`src/rtl/mvn_pkg.sv`:
```
// Shared types and constants for the RGB mean/variance normalizer.
package mvn_pkg;

    localparam int CNT_W     = 21;             // pixel count width
    localparam int SUM_W     = 37;             // signed per-channel sum width
    localparam int SQ_W      = 52;             // per-channel square sum width
    localparam int SMP_W     = 16;             // signed Q8.8 sample width
    localparam int WIDE_W    = 81;             // width of den, num and k*den
    localparam int MAG_W     = 38;             // |n*x - S| and n*98304 width
    localparam int MUL_STEPS = 37;             // shift-add steps per serial product
    localparam int STEP_W    = 6;
    localparam int NUM_SPLIT = 19;             // low half of |d| for the num product
    localparam int NCH       = 3;

    localparam logic [CNT_W-1:0] MAX_PIXELS = CNT_W'(1048576);

    typedef enum logic [1:0] {
        MODE_CLEAR = 2'd0,
        MODE_ACCUM = 2'd1,
        MODE_NORM  = 2'd2,
        MODE_NONE  = 2'd3
    } t_mode;

    typedef enum logic [3:0] {
        L_IDLE,
        L_NQ,
        L_SS,
        L_DEN,
        L_D,
        L_NUM_LO,
        L_NUM_HI,
        L_SEARCH,
        L_DONE
    } t_lane_state;

    typedef struct packed {
        logic start;       // begin one normalize request
        logic ack;         // result taken by the merge stage
        logic invalidate;  // statistics changed, cached denominator stale
    } t_lane_ctrl;

    typedef struct packed {
        logic       done;
        logic [7:0] value;
    } t_lane_stat;

endpackage

```
`src/rtl/mvn_lane.sv`:
```
// One channel lane: cached variance term, serial products and byte search.
module mvn_lane (
    input  logic                                 i_clk,
    input  logic                                 i_rst_n,
    input  mvn_pkg::t_lane_ctrl                  i_ctrl,
    input  logic        [mvn_pkg::CNT_W-1:0]     i_count,
    input  logic signed [mvn_pkg::SUM_W-1:0]     i_sum,
    input  logic        [mvn_pkg::SQ_W-1:0]      i_sqsum,
    input  logic signed [mvn_pkg::SMP_W-1:0]     i_sample,
    output mvn_pkg::t_lane_stat                  o_stat
);
    import mvn_pkg::*;

    t_lane_state r_state, n_state;

    logic [WIDE_W-1:0] r_acc, r_mcand, r_nq, r_den, r_num;
    logic [SUM_W-1:0]  r_mplier;
    logic [STEP_W-1:0] r_step;
    logic              r_den_ok, r_zv, r_neg;
    logic [MAG_W-1:0]  r_dmag;
    logic [7:0]        r_y;
    logic [2:0]        r_bit;

    logic [WIDE_W-1:0]    w_acc_next;
    logic                 w_last_step;
    logic [SUM_W-1:0]     w_sum_mag;
    logic signed [SUM_W:0]   w_nx;
    logic signed [SUM_W+1:0] w_d;
    logic [MAG_W-1:0]     w_scale;
    logic [MAG_W-NUM_SPLIT-1:0] w_part;
    logic [MAG_W+MAG_W-NUM_SPLIT-1:0] w_part_prod;
    logic [7:0]           w_t;
    logic signed [8:0]    w_k;
    logic [7:0]           w_kmag;
    logic [WIDE_W-1:0]    w_kd;
    logic                 w_num_neg, w_fit;

    assign w_acc_next  = r_acc + (r_mplier[0] ? r_mcand : '0);
    assign w_last_step = (r_step == STEP_W'(MUL_STEPS - 1));
    assign w_sum_mag   = i_sum[SUM_W-1] ? SUM_W'(-i_sum) : SUM_W'(i_sum);

    assign w_nx  = $signed({1'b0, i_count}) * i_sample;
    assign w_d   = (SUM_W+2)'(w_nx) - (SUM_W+2)'(i_sum);
    // n * 98304 = (3n) << 15
    assign w_scale = MAG_W'({i_count, 1'b0} + {1'b0, i_count}) << 15;

    always_comb begin
        if (r_state == L_NUM_LO) begin
            w_part = (MAG_W-NUM_SPLIT)'(r_dmag[NUM_SPLIT-1:0]);
        end else begin
            w_part = r_dmag[MAG_W-1:NUM_SPLIT];
        end
    end
    assign w_part_prod = w_scale * w_part;

    // One step of the byte search: does (t - 128) * den <= signed num hold?
    assign w_t       = r_y | (8'd1 << r_bit);
    assign w_k       = $signed({1'b0, w_t}) - 9'sd128;
    assign w_kmag    = w_k[8] ? 8'(-w_k) : w_k[7:0];
    assign w_kd      = r_den * w_kmag;
    assign w_num_neg = r_neg && (r_num != '0);
    always_comb begin
        if (!w_k[8]) begin
            w_fit = !w_num_neg && (w_kd <= r_num);
        end else begin
            w_fit = !w_num_neg || (w_kd >= r_num);
        end
    end

    always_comb begin
        n_state = r_state;
        case (r_state)
            L_IDLE:   if (i_ctrl.start) n_state = r_den_ok ? L_D : L_NQ;
            L_NQ:     if (w_last_step) n_state = L_SS;
            L_SS:     if (w_last_step) n_state = L_DEN;
            L_DEN:    n_state = L_D;
            L_D:      n_state = L_NUM_LO;
            L_NUM_LO: n_state = r_zv ? L_DONE : L_NUM_HI;
            L_NUM_HI: n_state = L_SEARCH;
            L_SEARCH: if (r_bit == 3'd0) n_state = L_DONE;
            L_DONE:   if (i_ctrl.ack) n_state = L_IDLE;
            default:  n_state = L_IDLE;
        endcase
    end

    always_comb begin
        o_stat.done  = (r_state == L_DONE);
        o_stat.value = r_y;
    end

    always_ff @(posedge i_clk) begin
        if (!i_rst_n) begin
            r_state  <= L_IDLE;
            r_den_ok <= 1'b0;
        end else begin
            r_state <= n_state;
            if (i_ctrl.invalidate) r_den_ok <= 1'b0;
            else if (r_state == L_DEN) r_den_ok <= 1'b1;
        end
    end

    always_ff @(posedge i_clk) begin
        case (r_state)
            L_IDLE: begin
                r_acc    <= '0;
                r_mcand  <= WIDE_W'(i_sqsum);
                r_mplier <= SUM_W'(i_count);
                r_step   <= '0;
            end
            L_NQ: begin
                r_mcand  <= r_mcand << 1;
                r_mplier <= r_mplier >> 1;
                r_step   <= r_step + 1'b1;
                r_acc    <= w_acc_next;
                if (w_last_step) begin
                    r_nq     <= w_acc_next;
                    r_acc    <= '0;
                    r_mcand  <= WIDE_W'(w_sum_mag);
                    r_mplier <= w_sum_mag;
                    r_step   <= '0;
                end
            end
            L_SS: begin
                r_mcand  <= r_mcand << 1;
                r_mplier <= r_mplier >> 1;
                r_step   <= r_step + 1'b1;
                r_acc    <= w_acc_next;
            end
            L_DEN: begin
                r_zv  <= (r_nq <= r_acc);
                r_den <= r_nq - r_acc;
            end
            L_D: begin
                r_neg  <= w_d[SUM_W+1];
                r_dmag <= w_d[SUM_W+1] ? MAG_W'(-w_d) : MAG_W'(w_d);
            end
            L_NUM_LO: begin
                r_num <= WIDE_W'(w_part_prod);
                r_y   <= 8'hFF;
            end
            L_NUM_HI: begin
                r_num <= r_num + (WIDE_W'(w_part_prod) << NUM_SPLIT);
                r_y   <= 8'd0;
                r_bit <= 3'd7;
            end
            L_SEARCH: begin
                if (w_fit) r_y <= w_t;
                r_bit <= r_bit - 1'b1;
            end
            default: ;
        endcase
    end

endmodule

```
`config.mk`:
```
export PLATFORM = sky130hd
export DESIGN_NAME = mvn_lane
export DESIGN_NICKNAME = d
export VERILOG_FILES = /design/src/rtl/mvn_pkg.sv /design/src/rtl/mvn_lane.sv
export SDC_FILE = /design/constraint.sdc
export NUM_CORES = 2
export LEC_CHECK = 0
export BUFFER_PORTS_ARGS = -buffer_cell sky130_fd_sc_hd__buf_2
export CAP_MARGIN = 10
export CELL_PAD_IN_SITES_DETAIL_PLACEMENT = 0
export CELL_PAD_IN_SITES_GLOBAL_PLACEMENT = 1
export CORE_ASPECT_RATIO = 0.6
export CORE_MARGIN = 2
export CORE_UTILIZATION = 56
export CTS_CLUSTER_SIZE = 14
export DETAILED_ROUTE_END_ITERATION = 12
export HOLD_SLACK_MARGIN = 0.08
export PLACE_DENSITY = 0.94
export SYNTH_ARGS = -nofsm -noshare
export SYNTH_HDL_FRONTEND = slang
export SYNTH_SLANG_ARGS = --single-unit
```
`constraint.sdc`:
```
create_clock -name i_clk -period 36.6 [get_ports i_clk]
set_clock_uncertainty 0.05 [all_clocks]
set_input_delay 7.32 -clock i_clk [delete_from_list [all_inputs] [get_ports i_clk]]
set_output_delay 7.32 -clock i_clk [all_outputs]
set_load 0.01 [all_outputs]
```
==> out/metrics.yaml <==
run_status:
  status: "complete, no violations"
clock_tree:
  cts_buffers: 51
  postCtsSetupBuffers: 0
  cts_resized: 0
  cts.sinks: 489
  cts_root_buffer: "clkbuf_16"
  cts_tree: "done"
  cts_buffer_depth: 3
  hold_buffers: 0
  cts.clk_slew.worst_paths_ps: 70
  clock_latency_ps: 670
  cts_htree_levels: 2
placement:
  place_congestion: 1.01
  hpwlAfterDp_mm: 200
  port_buffers: 139
cells_and_area:
  drive_gt1_share_pct: 4.63
  area_growth_pct: 5.29
  nets: 10800
yosys:
  syn-num-nets: 10900
  synthMuxAreaShare_pct: 0.796
  yosys.area.top_type_share_pct: 27.5
  synth_top_family_by_area: "adder cells"
  synth.area.top_cells: "fa_1, edfxtp_1, ha_1"
  async_flop_share_pct: 0
  ys.flop_type: "edfxtp_1"
  yosys.area_share.simple_pct: 17.4
  synth_compound_area_share_pct: 13.0
  ys_types: 99
  synthXorXnorAreaFrac_pct: 4.87
  synthAdderAreaFrac_pct: 37.6
  yosys_warnings: 0
  synth_edf_count: 484
  synthCells: 8980
  yosysTopAreaCell: "fa_1"
  netlist_area_sq_um: 80900
  synth.avg_cell_area_sq_um: 9.01
  ys_ff_latch: 489
  ys_seq_area_share_pct: 18.1
grt:
  antenna_found_initial: 4
  grt_max_degree: 166
  grt_pass1_wl_mm: 383
  grt_usage_pct: 33.5
  gr-total-overflow: 0
  grt_pass1_vias: 65100
worst_setup_path:
  required_ps: 36960
  worst_setup_path_end_kind: "register"
  worstSetupPathType: "in2reg"
  slowest_delay_ps: 640
  slowest_stage: "a2111oi_0"
  cp_max_fo: 38
  cp_common_cell: "fa_1"
  critPathArrivalTime_ps: 19060
  reg2regPathDepth: 36
  reg2reg_slack_ps: 23320
  start_kind: "input pin"
floorplanning:
  die_x_um: 495
  rows: 107
  start_util_pct: 56.7
  core_sq_um: 143000
  io_pins: 140
  die-area_sq_um: 148000
  die_h_um: 298
timing:
  tightest_slew_ps: 1190
  setup_violations: 0
  slew_viol_final: 0
  hold_violations: 0
  final.min_clock_period_ps: 18700
  max_slew_margin_pct: 18.9
  tns_ps: 0
  period_share_pct: 51.1
  rsz0062_at_grt: "false"
  timing.fmax_mhz: 53.5
hold_path:
  whs_path_depth: 1
  hold_path.class: "reg2reg"
routing:
  ant_nets: 0
  drtIter0Drc: 8039
  drtPass1Iterations: 6
  drc: 0
  wire_per_inst_um: 22.7
  num_vias: 65500
  vias_per_cell: 6.03
  postRouteWirelength_mm: 247
run:
  maxCapViolations: 0
==> cells in the final DEF (no fill, tap or decap), types with 20 or more instances in the layout <==
master and count:
ha_1 656, mux2_2 27, and2_1 794, o21bai_1 78
a211oi_1 37, a221o_1 20, o31ai_1 33, nor2b_1 51
xor2_1 156, nor2_1 470, a21oi_1 449, nor3_1 64
a221oi_1 21, nor4_1 37, fa_1 1110, clkbuf_16 52
o211ai_1 20, a31oi_1 52, o21ai_1 21, inv_1 1440
or3_1 22, nand3_1 76, mux2i_1 33, xnor2_1 287
a21o_1 340, nand2_1 1007, buf_4 89, and3_1 44
edfxtp_1 484, buf_2 139, nand4_1 90, nand2b_1 92
o21ai_0 265, o21a_1 50
==> metal layers <==
layer	GRT usage [%]	vias to the layer above	routed length, um	share of wire [%]
li1	-	29200	-	-
met1	52.5	32200	111000	45
met2	43.7	3860	93400	38
met3	12.2	323	37000	15
met4	6.11	8	4860	2.0
met5	0.540	-	129	0.052
==> worst paths after layout <==
path	start	endpoint
setup / recovery	i_count[0]	r_num[80]
hold reg to reg	r_mplier[23]	r_mplier[22]
hold / removal	r_mplier[23]	r_mplier[22]
setup reg to reg	r_bit[0]	r_y[1]
==> cell usage after synthesis, types with 23 or more instances <==
cell,n
a31oi_1,52
fa_1,1110
nand3_1,76
ha_1,656
xor2_1,158
nand2b_1,93
nor2_1,471
mux2i_1,34
o21a_1,50
inv_1,1441
a211oi_1,38
mux2_2,27
o21bai_1,78
edfxtp_1,484
nor4_1,38
nand2_1,1008
nor2b_1,51
a21o_1,340
or3_1,23
o31ai_1,33
and2_1,794
nand4_1,90
o21ai_0,266
a21oi_1,450
xnor2_1,292
nor3_1,68
clkbuf_1,331
and3_1,44
==> flip-flops by register name, indices dropped and copies added (netlist names) <==
register	cells
r_acc	81
r_bit	3
r_den	81
r_den_ok	1
r_dmag	38
r_mcand	81
r_mplier	37
r_neg	1
r_nq	81
r_num	66
r_state	4
r_step	6
r_y	8
r_zv	1
==> worst max-delay path, delay by kind of cell <==
| family | cells | cell delay, ps |
|---|---|---|
| fa+ha+maj | 10 | 4410 |
| simple gates | 9 | 1740 |
| xor+xnor | 2 | 350 |
| compound gates | 20 | 4430 |
| buf+inv | 7 | 780 |
==> cell type report <==
cell class | instances | area, sq um
Antenna cell | 7 | 17.5
Clock buffer | 62 | 1340
Clock inverter | 29 | 309
Fill cell | 12400 | 57500
Inverter | 1442 | 5410
Multi-Input combinational cell | 6704 | 59700
Sequential cell | 489 | 14600
Tap cell | 1907 | 2390
Timing Repair Buffer | 229 | 1380
==> kinds of logic after synthesis <==
group / count (synthesis)
muxes: 61
AOI/OAI and AO/OA: 1587
and+or+nand+nor: 2840
buffers and inverters: 1787
adders and majority gates: 1766
xor gates and xnor gates: 450
DFF: 489
==> through the flow <==
| step | hold WS (ps) | area, sq um | util [%] | cells | setup WS, ps |
|---|---|---|---|---|---|
| final | 472 | 85200 | 59.7 | 10900 | 17900 |
| after global routing | 494 | 85200 | 59.7 | 10900 | 17080 |
| after CTS | 474 | 85200 | 59.7 | 10900 | 18070 |
| after detailed placement | 457 | 83500 | 58.5 | 10800 | 17430 |
| after global placement | 450 | 83500 | 58.5 | 10800 | 17580 |
| after floorplan | 436 | 80900 | - | 8980 | 19150 |
Power is not shown: default switching activity piles up to over one toggle a cycle in this logic, so the estimate is an artifact.
